$ cat src/pjd_pkg.sv
// Package: shared types and constants for the job dispatcher.
package pjd_pkg;
  localparam int Cpus         = 16;
  localparam int PendDepth    = 16;
  localparam int JobIdBits    = 8;
  localparam int CpuBits      = 4;
  localparam int CntBits      = 5;
  localparam int PrioBits     = 8;

  localparam logic CmdSubmit = 1'b0;
  localparam logic CmdFinish = 1'b1;

  typedef struct packed {
    logic [JobIdBits-1:0] job;
    logic [PrioBits-1:0]  prio;
    logic                 has_pref;
    logic [CpuBits-1:0]   pref;
  } entry_t;

  // Scan control from the top level to every cell.
  typedef struct packed {
    logic                 clear_best;  // start a new priority scan
    logic                 scan;        // cells compare on this cycle
    logic                 remove;      // remove the selected entry, shift up
    logic [CntBits-1:0]   sel_idx;     // index of entry to remove
  } cell_ctl_t;
endpackage

$ cat src/pjd_cell.sv
// One pending-store cell: holds an entry and passes the running best along the chain.
module pjd_cell (
  input  logic                        clk_i,
  input  logic [pjd_pkg::CntBits-1:0] idx_i,
  input  logic                        valid_i,      // this position is occupied
  input  logic                        wr_i,         // load write data
  input  pjd_pkg::entry_t             wr_entry_i,
  input  pjd_pkg::entry_t             next_entry_i, // from the cell behind, for shifting
  input  pjd_pkg::cell_ctl_t          ctl_i,
  input  logic                        best_vld_i,
  input  logic [pjd_pkg::PrioBits-1:0] best_prio_i,
  input  logic [pjd_pkg::CntBits-1:0] best_idx_i,
  output logic                        best_vld_o,
  output logic [pjd_pkg::PrioBits-1:0] best_prio_o,
  output logic [pjd_pkg::CntBits-1:0] best_idx_o,
  output pjd_pkg::entry_t             entry_o
);
  pjd_pkg::entry_t entry_q;
  logic            take;

  always_ff @(posedge clk_i) begin
    if (wr_i) begin
      entry_q <= wr_entry_i;
    end else if (ctl_i.remove && (idx_i >= ctl_i.sel_idx)) begin
      entry_q <= next_entry_i;
    end
  end

  // strict greater keeps the earliest arrival on ties
  assign take        = valid_i && (!best_vld_i || (entry_q.prio > best_prio_i));
  assign best_vld_o  = best_vld_i || valid_i;
  assign best_prio_o = take ? entry_q.prio : best_prio_i;
  assign best_idx_o  = take ? idx_i : best_idx_i;
  assign entry_o     = entry_q;
endmodule

$ cat src/pjd_chain.sv
// Chain of pending cells with a registered best-candidate handoff every four cells.
module pjd_chain (
  input  logic                        clk_i,
  input  logic                        rst_ni,
  input  logic [pjd_pkg::CntBits-1:0] count_i,
  input  logic                        wr_i,
  input  pjd_pkg::entry_t             wr_entry_i,
  input  pjd_pkg::cell_ctl_t          ctl_i,
  output logic [pjd_pkg::CntBits-1:0] best_idx_o,
  output pjd_pkg::entry_t             best_entry_o
);
  localparam int N = pjd_pkg::PendDepth;
  localparam int Seg = 4;

  logic                          bv   [N+1];
  logic [pjd_pkg::PrioBits-1:0]  bp   [N+1];
  logic [pjd_pkg::CntBits-1:0]   bi   [N+1];
  logic                          rv_q [N/Seg];
  logic [pjd_pkg::PrioBits-1:0]  rp_q [N/Seg];
  logic [pjd_pkg::CntBits-1:0]   ri_q [N/Seg];
  pjd_pkg::entry_t               ent  [N+1];

  assign ent[N] = '0;

  // scan is registered every Seg cells; the top waits out the pipeline
  always_ff @(posedge clk_i or negedge rst_ni) begin
    if (!rst_ni) begin
      for (int s = 0; s < N/Seg; s++) begin
        rv_q[s] <= 1'b0;
        rp_q[s] <= '0;
        ri_q[s] <= '0;
      end
    end else if (ctl_i.clear_best) begin
      for (int s = 0; s < N/Seg; s++) rv_q[s] <= 1'b0;
    end else if (ctl_i.scan) begin
      for (int s = 0; s < N/Seg; s++) begin
        rv_q[s] <= bv[(s+1)*Seg];
        rp_q[s] <= bp[(s+1)*Seg];
        ri_q[s] <= bi[(s+1)*Seg];
      end
    end
  end

  assign bv[0] = 1'b0;
  assign bp[0] = '0;
  assign bi[0] = '0;

  for (genvar g = 0; g < N; g++) begin : g_cell
    logic                          in_v;
    logic [pjd_pkg::PrioBits-1:0]  in_p;
    logic [pjd_pkg::CntBits-1:0]   in_i;
    if ((g % Seg) == 0 && g != 0) begin : g_reg
      assign in_v = rv_q[g/Seg-1];
      assign in_p = rp_q[g/Seg-1];
      assign in_i = ri_q[g/Seg-1];
    end else begin : g_comb
      assign in_v = bv[g];
      assign in_p = bp[g];
      assign in_i = bi[g];
    end
    pjd_cell u_cell (
      .clk_i       (clk_i),
      .idx_i       (pjd_pkg::CntBits'(g)),
      .valid_i     (pjd_pkg::CntBits'(g) < count_i),
      .wr_i        (wr_i && (count_i == pjd_pkg::CntBits'(g))),
      .wr_entry_i  (wr_entry_i),
      .next_entry_i(ent[g+1]),
      .ctl_i       (ctl_i),
      .best_vld_i  (in_v),
      .best_prio_i (in_p),
      .best_idx_i  (in_i),
      .best_vld_o  (bv[g+1]),
      .best_prio_o (bp[g+1]),
      .best_idx_o  (bi[g+1]),
      .entry_o     (ent[g])
    );
  end

  assign best_idx_o   = ri_q[N/Seg-1];
  assign best_entry_o = ent[ri_q[N/Seg-1]];
endmodule

$ cat src/priority_job_dispatcher.sv
// Top level: command decode, slot table and dispatch sequencer.
//
//  channel   | ports                                   | handshake
//  ----------+-----------------------------------------+---------------------------
//  command   | cmd_i job_id_i priority_req_i ...       | start && !busy
//  result    | started_o start_cpu_o ... last_o         | strobe_o, one cycle, no stall
//  config    | num_cpus_we_i num_cpus_i                 | write on num_cpus_we_i
//
// Sequence: a submit that does not end a batch keeps busy high through the empty
// state alone; a transaction that dispatches but starts nothing goes through check
// and empty. Each job start goes through check (clears the scan), scan (pushes the
// best candidate through the four registered cell segments) and done (commits);
// the serial scan through the chain sets its length. The last result shows in the
// cycle busy falls, so the next transaction may be accepted at the edge that takes it.
// Reset clears counts, slot busy bits and the sequencer; stored entries need none.
// The receiver cannot stall; busy stays high until the last result is issued.
module priority_job_dispatcher (
  input  logic        clk_i,
  input  logic        rst_ni,
  input  logic        start,
  output logic        busy,
  input  logic        cmd_i,
  input  logic [7:0]  job_id_i,
  input  logic [7:0]  priority_req_i,
  input  logic        has_preference_i,
  input  logic [3:0]  preferred_cpu_i,
  input  logic        batch_last_i,
  input  logic [3:0]  finished_cpu_i,
  input  logic        num_cpus_we_i,
  input  logic [4:0]  num_cpus_i,
  output logic        strobe_o,
  output logic        started_o,
  output logic [3:0]  start_cpu_o,
  output logic [7:0]  start_job_id_o,
  output logic        dropped_o,
  output logic        bad_finish_o,
  output logic [4:0]  pending_count_o,
  output logic [4:0]  active_count_o,
  output logic        last_o
);
  localparam int Cb = pjd_pkg::CntBits;
  localparam logic [2:0] StIdle  = 3'd0;
  localparam logic [2:0] StCheck = 3'd1;
  localparam logic [2:0] StScan  = 3'd2;
  localparam logic [2:0] StDone  = 3'd3;
  localparam logic [2:0] StEmpty = 3'd4;

  logic [2:0]              state_q, state_d;
  logic [2:0]              wait_q;
  logic [Cb-1:0]           ncpu_q, eff;
  logic [Cb-1:0]           pend_q, act_q;
  logic [pjd_pkg::Cpus-1:0] busy_q;
  logic                    drop_q, bad_q, any_q;
  logic                    free_found;
  logic [pjd_pkg::CpuBits-1:0] free_slot, slot;
  logic                    accept, do_wr, full;
  pjd_pkg::entry_t         wr_entry, best_e;
  pjd_pkg::cell_ctl_t      ctl;
  logic [Cb-1:0]           best_idx;

  assign busy   = (state_q != StIdle);
  assign accept = start && !busy;
  assign full   = (pend_q >= Cb'(pjd_pkg::PendDepth));
  assign do_wr  = accept && (cmd_i == pjd_pkg::CmdSubmit) && !full;

  // effective CPU count clamped to 1..Cpus
  always_comb begin
    if (ncpu_q == '0) eff = Cb'(1);
    else if (ncpu_q > Cb'(pjd_pkg::Cpus)) eff = Cb'(pjd_pkg::Cpus);
    else eff = ncpu_q;
  end

  // lowest idle slot below eff
  always_comb begin
    free_found = 1'b0;
    free_slot  = '0;
    for (int i = pjd_pkg::Cpus - 1; i >= 0; i--) begin
      if (!busy_q[i] && (Cb'(i) < eff)) begin
        free_found = 1'b1;
        free_slot  = pjd_pkg::CpuBits'(i);
      end
    end
  end

  always_comb begin
    slot = free_slot;
    if (best_e.has_pref && ({1'b0, best_e.pref} < eff) && !busy_q[best_e.pref]) begin
      slot = best_e.pref;
    end
  end

  assign wr_entry = '{job: job_id_i, prio: priority_req_i,
                      has_pref: has_preference_i, pref: preferred_cpu_i};

  always_comb begin
    ctl            = '0;
    ctl.clear_best = (state_q == StCheck);
    ctl.scan       = (state_q == StScan);
    ctl.remove     = (state_q == StDone);
    ctl.sel_idx    = best_idx;
  end

  pjd_chain u_chain (
    .clk_i       (clk_i),
    .rst_ni      (rst_ni),
    .count_i     (pend_q),
    .wr_i        (do_wr),
    .wr_entry_i  (wr_entry),
    .ctl_i       (ctl),
    .best_idx_o  (best_idx),
    .best_entry_o(best_e)
  );

  always_comb begin
    state_d = state_q;
    case (state_q)
      StIdle: begin
        if (accept) begin
          if (cmd_i == pjd_pkg::CmdFinish || batch_last_i) state_d = StCheck;
          else state_d = StEmpty;
        end
      end
      StCheck: begin
        if (pend_q != '0 && free_found) state_d = StScan;
        else if (any_q) state_d = StIdle;
        else state_d = StEmpty;
      end
      StScan:  if (wait_q == 3'd3) state_d = StDone;
      StDone:  state_d = StCheck;
      StEmpty: state_d = StIdle;
      default: state_d = StIdle;
    endcase
  end

  // a start is held until the next commit or the final check, which sets last
  logic       hold_q;
  logic [3:0] hcpu_q;
  logic [7:0] hjob_q;
  logic       emit_mid, emit_last, emit_empty;

  assign emit_mid   = (state_q == StDone) && hold_q;
  assign emit_last  = (state_q == StCheck) && !(pend_q != '0 && free_found) && hold_q;
  assign emit_empty = (state_q == StEmpty);

  always_ff @(posedge clk_i or negedge rst_ni) begin
    if (!rst_ni) begin
      state_q  <= StIdle;
      wait_q   <= '0;
      ncpu_q   <= Cb'(pjd_pkg::Cpus);
      pend_q   <= '0;
      act_q    <= '0;
      busy_q   <= '0;
      drop_q   <= 1'b0;
      bad_q    <= 1'b0;
      any_q    <= 1'b0;
      hold_q   <= 1'b0;
      hcpu_q   <= '0;
      hjob_q   <= '0;
      strobe_o <= 1'b0;
      started_o <= 1'b0;
      start_cpu_o <= '0;
      start_job_id_o <= '0;
      dropped_o <= 1'b0;
      bad_finish_o <= 1'b0;
      pending_count_o <= '0;
      active_count_o <= '0;
      last_o <= 1'b0;
    end else begin
      state_q  <= state_d;
      strobe_o <= emit_mid || emit_last || emit_empty;
      if (num_cpus_we_i) ncpu_q <= num_cpus_i;
      wait_q <= (state_q == StScan) ? wait_q + 3'd1 : '0;
      if (accept) begin
        any_q  <= 1'b0;
        drop_q <= (cmd_i == pjd_pkg::CmdSubmit) && full;
        bad_q  <= 1'b0;
        if (do_wr) pend_q <= pend_q + Cb'(1);
        if (cmd_i == pjd_pkg::CmdFinish) begin
          if (busy_q[finished_cpu_i]) begin
            busy_q[finished_cpu_i] <= 1'b0;
            act_q <= act_q - Cb'(1);
          end else begin
            bad_q <= 1'b1;
          end
        end
      end
      if (state_q == StDone) begin
        busy_q[slot] <= 1'b1;
        act_q  <= act_q + Cb'(1);
        pend_q <= pend_q - Cb'(1);
        any_q  <= 1'b1;
        hold_q <= 1'b1;
        hcpu_q <= slot;
        hjob_q <= best_e.job;
      end
      if (emit_last) hold_q <= 1'b0;
      // counts at this point already include the held start
      if (emit_mid || emit_last || emit_empty) begin
        started_o <= !emit_empty; last_o <= !emit_mid;
        start_cpu_o <= emit_empty ? '0 : hcpu_q;
        start_job_id_o <= emit_empty ? '0 : hjob_q;
        dropped_o <= drop_q; bad_finish_o <= bad_q;
        pending_count_o <= pend_q; active_count_o <= act_q;
      end
    end
  end
endmodule

$ cat config.mk
export PLATFORM = sky130hd
export DESIGN_NAME = priority_job_dispatcher
export DESIGN_NICKNAME = d
export VERILOG_FILES = /design/src/pjd_pkg.sv /design/src/pjd_cell.sv /design/src/pjd_chain.sv /design/src/priority_job_dispatcher.sv
export SDC_FILE = /design/constraint.sdc
export NUM_CORES = 1
export LEC_CHECK = 0
export BUFFER_PORTS_ARGS = -buffer_cell sky130_fd_sc_hd__buf_2
export CAP_MARGIN = 25
export CORE_MARGIN = 10
export CORE_UTILIZATION = 37
export CTS_CLUSTER_DIAMETER = 120
export DETAILED_ROUTE_END_ITERATION = 10
export GPL_TIMING_DRIVEN = 0
export SKIP_LAST_GASP = 1
export SYNTH_ARGS = -nofsm -noshare
export SYNTH_HDL_FRONTEND = slang
export SYNTH_SLANG_ARGS = --single-unit
$ cat constraint.sdc
create_clock -name clk_i -period 15.46 [get_ports clk_i]
set_clock_uncertainty 0.05 [all_clocks]
set_input_delay 1.546 -clock clk_i [delete_from_list [all_inputs] [get_ports clk_i]]
set_output_delay 1.546 -clock clk_i [all_outputs]
set_load 0.01 [all_outputs]
-- Yosys cells after proc, flatten, opt, wreduce, memory -nomap -nowiden
Index checks and enable logic that the tools add are counted.
- add/subtract/negate cells: 5
- div/mod/pow operators: 0
- $mul: 0
- muxes and demuxes: 136
- equality and inequality tests: 22
- reduce and logical (&&, ||, !) cells: 176
- bitwise operators: 6
- shift operators: 0
- order comparisons: 72
- operators by type and width (operator ; number):
    2-to-1 mux 21 bit ; 34
    2-to-1 mux 8 bit ; 16
    greater-than comparator 8 bit ; 15
    2-to-1 mux 5 bit ; 23
    binary-select mux 21 bit (select 5 bit) ; 1
    < comparator 4 x 5 -> 1 bit, first input constant ; 16
    2-to-1 mux 4 bit ; 20
    logical AND 1 bit ; 75
    2-to-1 mux 16 bit ; 4
    nonzero test 2 bit ; 22
    equality test 5 x 4 -> 1 bit, second input constant ; 8
    greater-or-equal comparator 4 x 5 -> 1 bit, first input constant ; 8
    < comparator 3 x 5 -> 1 bit, first input constant ; 8
    logical NOT 1 bit ; 37
    logical OR 1 bit ; 33
    2-to-1 mux 1 bit ; 27
    equality test 5 x 3 -> 1 bit, second input constant ; 4
    greater-or-equal comparator 3 x 5 -> 1 bit, first input constant ; 4
    < comparator 1 x 5 -> 1 bit, first input constant ; 4
    < comparator 2 x 5 -> 1 bit, first input constant ; 4
    2-to-1 mux 3 bit ; 6
    bitwise AND 16 bit ; 1
    inverter 16 bit ; 1
    OR 16 bit ; 1
    other kinds (29) ; 45
- output and inout port bits: 28
- ROM bits: 0
- register bits: 463
- RAM bits: 0
- logic and storage cells: 512
- latch bits: 0
- memories: 0
- input port bits: 36

-- Longest topological paths before layout
- depth after elaboration: 28
- depth in mapped cells: 42
- depth with buffers taken out: 38

-- Modules after synthesis
A second synthesis with hierarchy kept.
- cell total of the unflattened synthesis: 2664
- area, all modules: 32122.1 sq um
- modules (own cells, without submodules) (module ; cells an instance ; area an instance (sq um) ; instances):
    pjd_cell ; 107 ; 1421.4 ; 16
    pjd_chain ; 501 ; 4968.5 ; 1
    priority_job_dispatcher ; 451 ; 4411.7 ; 1

-- Worst setup path before layout
No wires, ideal clock.
- path type: register to register
- from: reg u_chain.g_cell[4].u_cell.entry_q (netlist bit u_chain.g_cell[4].u_cell.entry_o[6])
- to: reg u_chain.rp_q (netlist bit u_chain.g_cell[8].in_p[6])
- setup slack: 7397 ps
- stages on the path, launching flop included: 40
- period minus slack after synthesis: 8063 ps
- library setup time: 132 ps
- arrival time: 7881 ps
- buffers on the path: 4
- cell sequence: edfxtp_1 ha_1 nor2b_1 o211ai_1 a21oi_1 o41ai_1 clkbuf_1 mux2i_1 ha_1 a21o_1 a21o_1 a211o_1 nor2_1 o2bb2ai_1 a21oi_1 a31o_2 buf_2 mux2i_1 [... 4 more ...] nand2b_1 a21oi_1 nor2_1 o31a_1 clkbuf_1 o21a_1 ha_1 nor2b_1 o21a_1 o21a_1 o21a_1 o21ai_0 nand2b_1 a21oi_1 a2bb2oi_1 clkbuf_1 o211a_1 o22ai_1
- longest elaborated chain between the ends: 16
- ends and longest elaborated chain (item ; RTL line ; text):
    start: declaration ; pjd_cell.sv:18 ; pjd_pkg::entry_t entry_q;
    start signal: assignment ; pjd_cell.sv:23 ; entry_q <= wr_entry_i;
    start signal: assignment ; pjd_cell.sv:25 ; entry_q <= next_entry_i;
    greater-than comparator 8 bit ; pjd_cell.sv:30 ; assign take = valid_i && (!best_vld_i || (entry_q.prio > best_prio_i));
    logical OR 1 bit ; pjd_cell.sv:30 ;
    logical AND 1 bit ; pjd_cell.sv:30 ;
    2-to-1 mux 8 bit * ; pjd_cell.sv:32 ; assign best_prio_o = take ? entry_q.prio : best_prio_i;
    greater-than comparator 8 bit ; pjd_cell.sv:30 ;
    logical OR 1 bit ; pjd_cell.sv:30 ;
    logical AND 1 bit ; pjd_cell.sv:30 ;
    2-to-1 mux 8 bit * ; pjd_cell.sv:32 ;
    greater-than comparator 8 bit ; pjd_cell.sv:30 ;
    logical OR 1 bit ; pjd_cell.sv:30 ;
    logical AND 1 bit ; pjd_cell.sv:30 ;
    2-to-1 mux 8 bit * ; pjd_cell.sv:32 ;
    greater-than comparator 8 bit ; pjd_cell.sv:30 ;
    logical OR 1 bit ; pjd_cell.sv:30 ;
    logical AND 1 bit ; pjd_cell.sv:30 ;
    2-to-1 mux 8 bit * ; pjd_cell.sv:32 ;
    end signal: indexed assignment ; pjd_chain.sv:38 ; rp_q[s] <= bp[(s+1)*Seg];
    end: declaration ; pjd_chain.sv:19 ; logic [pjd_pkg::PrioBits-1:0] rp_q [N/Seg];
Mark *: on every way between the ends. The rest lies on a longest branch, timed or not.
A chain may end at the register's enable or synchronous reset.

-- Worst setup path after layout
Ends and elaborated chain as after synthesis.

==> flow_summary.json <==
{
  "clock_sinks": 456,
  "path_common_cell": "o21a_1",
  "grt_max_degree": 65,
  "core_area_um2": 70100,
  "cts_buffers": 52,
  "power_density_nw_per_um2": 168,
  "path_max_fanout": 10,
  "finalMaxSlewViolations": 0,
  "crit_required_ps": 15870,
  "cts_tree": "built",
  "routedWlPerCell_um": 23.5,
  "layout-drive-gt1-share": 0.271,
  "start_kind": "flop",
  "cts_resized": 0,
  "grt_overflow": 0,
  "grt_use_total": 0.181,
  "ant_nets": 0,
  "io_pins": 64,
  "die_area_um2": 81900,
  "synth.top_cell.area_share": 0.385,
  "drc_errors": 0,
  "synth_nets": 2259,
  "firstDrtPassIters": 5,
  "fin_area_um2": 29800,
  "io_buffers": 60,
  "finalCritPeriodShare": 0.627,
  "cp-end-kind": "flop",
  "finalHoldViolations": 0,
  "period_minus_slack_ps": 9690,
  "fin_tns_setup_ps": 0,
  "reg2reg_depth": 39,
  "clock_latency_ps": 610,
  "synth_edf_count": 336,
  "start_util": 0.374,
  "wl_mm": 75.5,
  "num_antenna_cells": 0,
  "yosys.area.top_type": "edfxtp_1",
  "antenna_found_initial": 4,
  "synthesis.area_um2": 26200,
  "synthTopCellsByArea": "edfxtp_1 38%, mux2_2 15%, dfrtp_1 11%, ha_1 6.2%, mux4_2 5.9%",
  "rr_startpoint": "u_chain.g_cell[4].u_cell.entry_o[6]$_DFFE_PP_",
  "max_stage_delay_ps": 680,
  "hpwl_mm": 55.9,
  "crit_buf_inv": 4,
  "ir_drop_v": 0.0000855,
  "crit_start": "u_chain.g_cell[4].u_cell.entry_o[6]$_DFFE_PP_",
  "place.gp.congestion": 0.883,
  "crit_slowest_cell": "o41ai_1",
  "rsz0062_at_grt": "no",
  "timing_worst_slew_pin_value_ps": 1040,
  "hold_class": "reg2reg",
  "synthFlopType": "edfxtp_1",
  "h-tree-depth": 2,
  "yosysSeqAreaShare": 0.499,
  "cap_violations": 0,
  "ys_warn_count": 0,
  "syn_to_final_growth_pct": 13.7,
  "synth_most_common_cell": "mux2_2",
  "viasPerCell": 5.66,
  "syn_area_per_cell_um2": 12.5,
  "ys_async_sr_fraction": 0.263,
  "n_fill_cell": 6535,
  "setup_violations": 0,
  "regToRegSetupSlack_ps": 5770,
  "nNetsFinal": 2392,
  "fmax_mhz": 103,
  "synth_commonest_cells": "358 x mux2_2, 336 x edfxtp_1, 130 x ha_1, 125 x nand2_1, 119 x dfrtp_1",
  "cp-endpoint": "u_chain.g_cell[8].in_p[6]$_DFFE_PN0P_",
  "status": "complete, no violations",
  "grt_pass1_vias": 18500,
  "cp_data_arrival_time_ps": 10100,
  "multi_input_area_um2": 12300,
  "drt_iter0_drc": 1463,
  "die_y_um": 286,
  "via_count": 18200,
  "r2r_end": "u_chain.g_cell[8].in_p[6]$_DFFE_PN0P_",
  "grt_pass1_wl_mm": 115,
  "critPathKind": "reg2reg",
  "ys_ff_latch": 456,
  "seqCellArea_um2": 13100,
  "rows": 97,
  "root_buffer": "clkbuf_16",
  "clockBufferDepth": 3,
  "cpLargestDelayFamily": "compound AO/OA/AOI/OAI gates",
  "cts_hold_buf": 0,
  "clk_pin_slew_ps": 60,
  "synth_cell_types": 71,
  "relSlewSlack": 0.307,
  "cp_num_cells": 39,
  "cts_setup_buffers": 0,
  "placed_area_um2": 28000,
  "p_leak_nw": 11.4,
  "syn_inst": 2092,
  "fp.dieW_um": 286
}
[cell type report]
type                            instances  area share
Tap cell                              940      0.0394
Multi-Input combinational cell       1413       0.412
Buffer                                126      0.0170
Clock inverter                         29     0.00969
Timing Repair Buffer                   79      0.0238
Inverter                               97      0.0122
Sequential cell                       456       0.439
Clock buffer                           69      0.0468
[per-stage QoR]
step                total power (W)  cells  hold WS (ps)  setup WS (ps)   util
floorplan                   0.00311   2092           360           7400      -
global placement            0.00370   3092           374           6050  0.395
global route                0.00533   3209           435           4980  0.425
CTS                         0.00502   3205           395           5820  0.424
detailed placement          0.00377   3107           382           5820  0.400
finish                      0.00502   3209           384           5770  0.425
[power by group]
group          internal (W)  switching (W)  total, W
logic              0.000893        0.00127   0.00217
registers           0.00148       0.000140   0.00162
clock network      0.000705       0.000526   0.00123
total               0.00308        0.00194   0.00502
[cells in the final DEF, fill, tap and decap left out, types with 7 or more instances in the layout]
master and n:
nand2_1 125, nand4_1 26, a31oi_1 11, ha_1 130, nand2b_1 27, edfxtp_1 336, o21ai_1 7, nand3_1 25
or2_2 8, clkinv_2 11, inv_1 94, a21o_1 30, o21a_1 27, o22ai_1 10, nor2b_1 21, clkbuf_1 101
buf_1 30, and3_1 10, a22o_1 7, mux2i_1 52, a211oi_1 19, o221ai_1 8, or3_1 15, o21ai_2 7
buf_8 8, mux2_2 358, buf_16 10, clkinv_1 8, mux4_2 69, buf_2 64, nor3_1 20, o211a_1 7
a21oi_1 95, o21ai_0 93, and2_1 40, clkbuf_16 52, dfrtp_1 119, o211ai_1 7, nor2_1 87
[worst min path at each step]
| stage | startpoint | end | slack [ps] | cells after the start |
|---|---|---|---|---|
| floorplan | wait_q[0]$_DFF_PN0_ | wait_q[0]$_DFF_PN0_ | 360 | 1 |
| global placement | wait_q[0]$_DFF_PN0_ | wait_q[0]$_DFF_PN0_ | 370 | 1 |
| detailed placement | wait_q[0]$_DFF_PN0_ | wait_q[0]$_DFF_PN0_ | 380 | 1 |
| CTS | wait_q[0]$_DFF_PN0_ | wait_q[0]$_DFF_PN0_ | 390 | 1 |
| global route | wait_q[0]$_DFF_PN0_ | wait_q[0]$_DFF_PN0_ | 430 | 1 |
| finish | wait_q[0]$_DFF_PN0_ | wait_q[0]$_DFF_PN0_ | 380 | 1 |
[metal layers]
| layer | track usage | routed length [um] | vias up |
|---|---|---|---|
| met3 | 0.0323 | 5040 | 114 |
| met5 | 0 | 37 | - |
| met4 | 0.0495 | 1780 | 6 |
| met2 | 0.292 | 35100 | 593 |
| li1 | - | - | 8215 |
| met1 | 0.246 | 33500 | 9241 |
[state kept, by name, indices dropped and copies added, names as in the netlist, 5 cells and up]
signal                         cells
u_chain.g_cell.u_cell.entry_o    336
active_count_o                     5
u_chain.g_cell.in_i                9
ncpu_q                             5
busy_q                            16
pend_q                             5
act_q                              5
pending_count_o                    5
u_chain.g_cell.in_p               24
hjob_q                             8
start_job_id_o                     8
[cells by family (layout without fill, tap and decap cells)]
| kind of cell | after synthesis | in the layout | synth area share |
|---|---|---|---|
| flip-flops | 456 | 456 | 0.499 |
| adder cells (fa/ha/maj) | 131 | 131 | 0.0628 |
| AO/OA/AOI/OAI | 371 | 371 | 0.0893 |
| AND/OR/NAND/NOR | 424 | 424 | 0.0796 |
| multiplexers | 480 | 480 | 0.233 |
| buffers and inverters | 223 | 400 | 0.0332 |
| XOR/XNOR | 7 | 7 | 0.00234 |
Note: power is estimated with default switching activity, not from simulation.
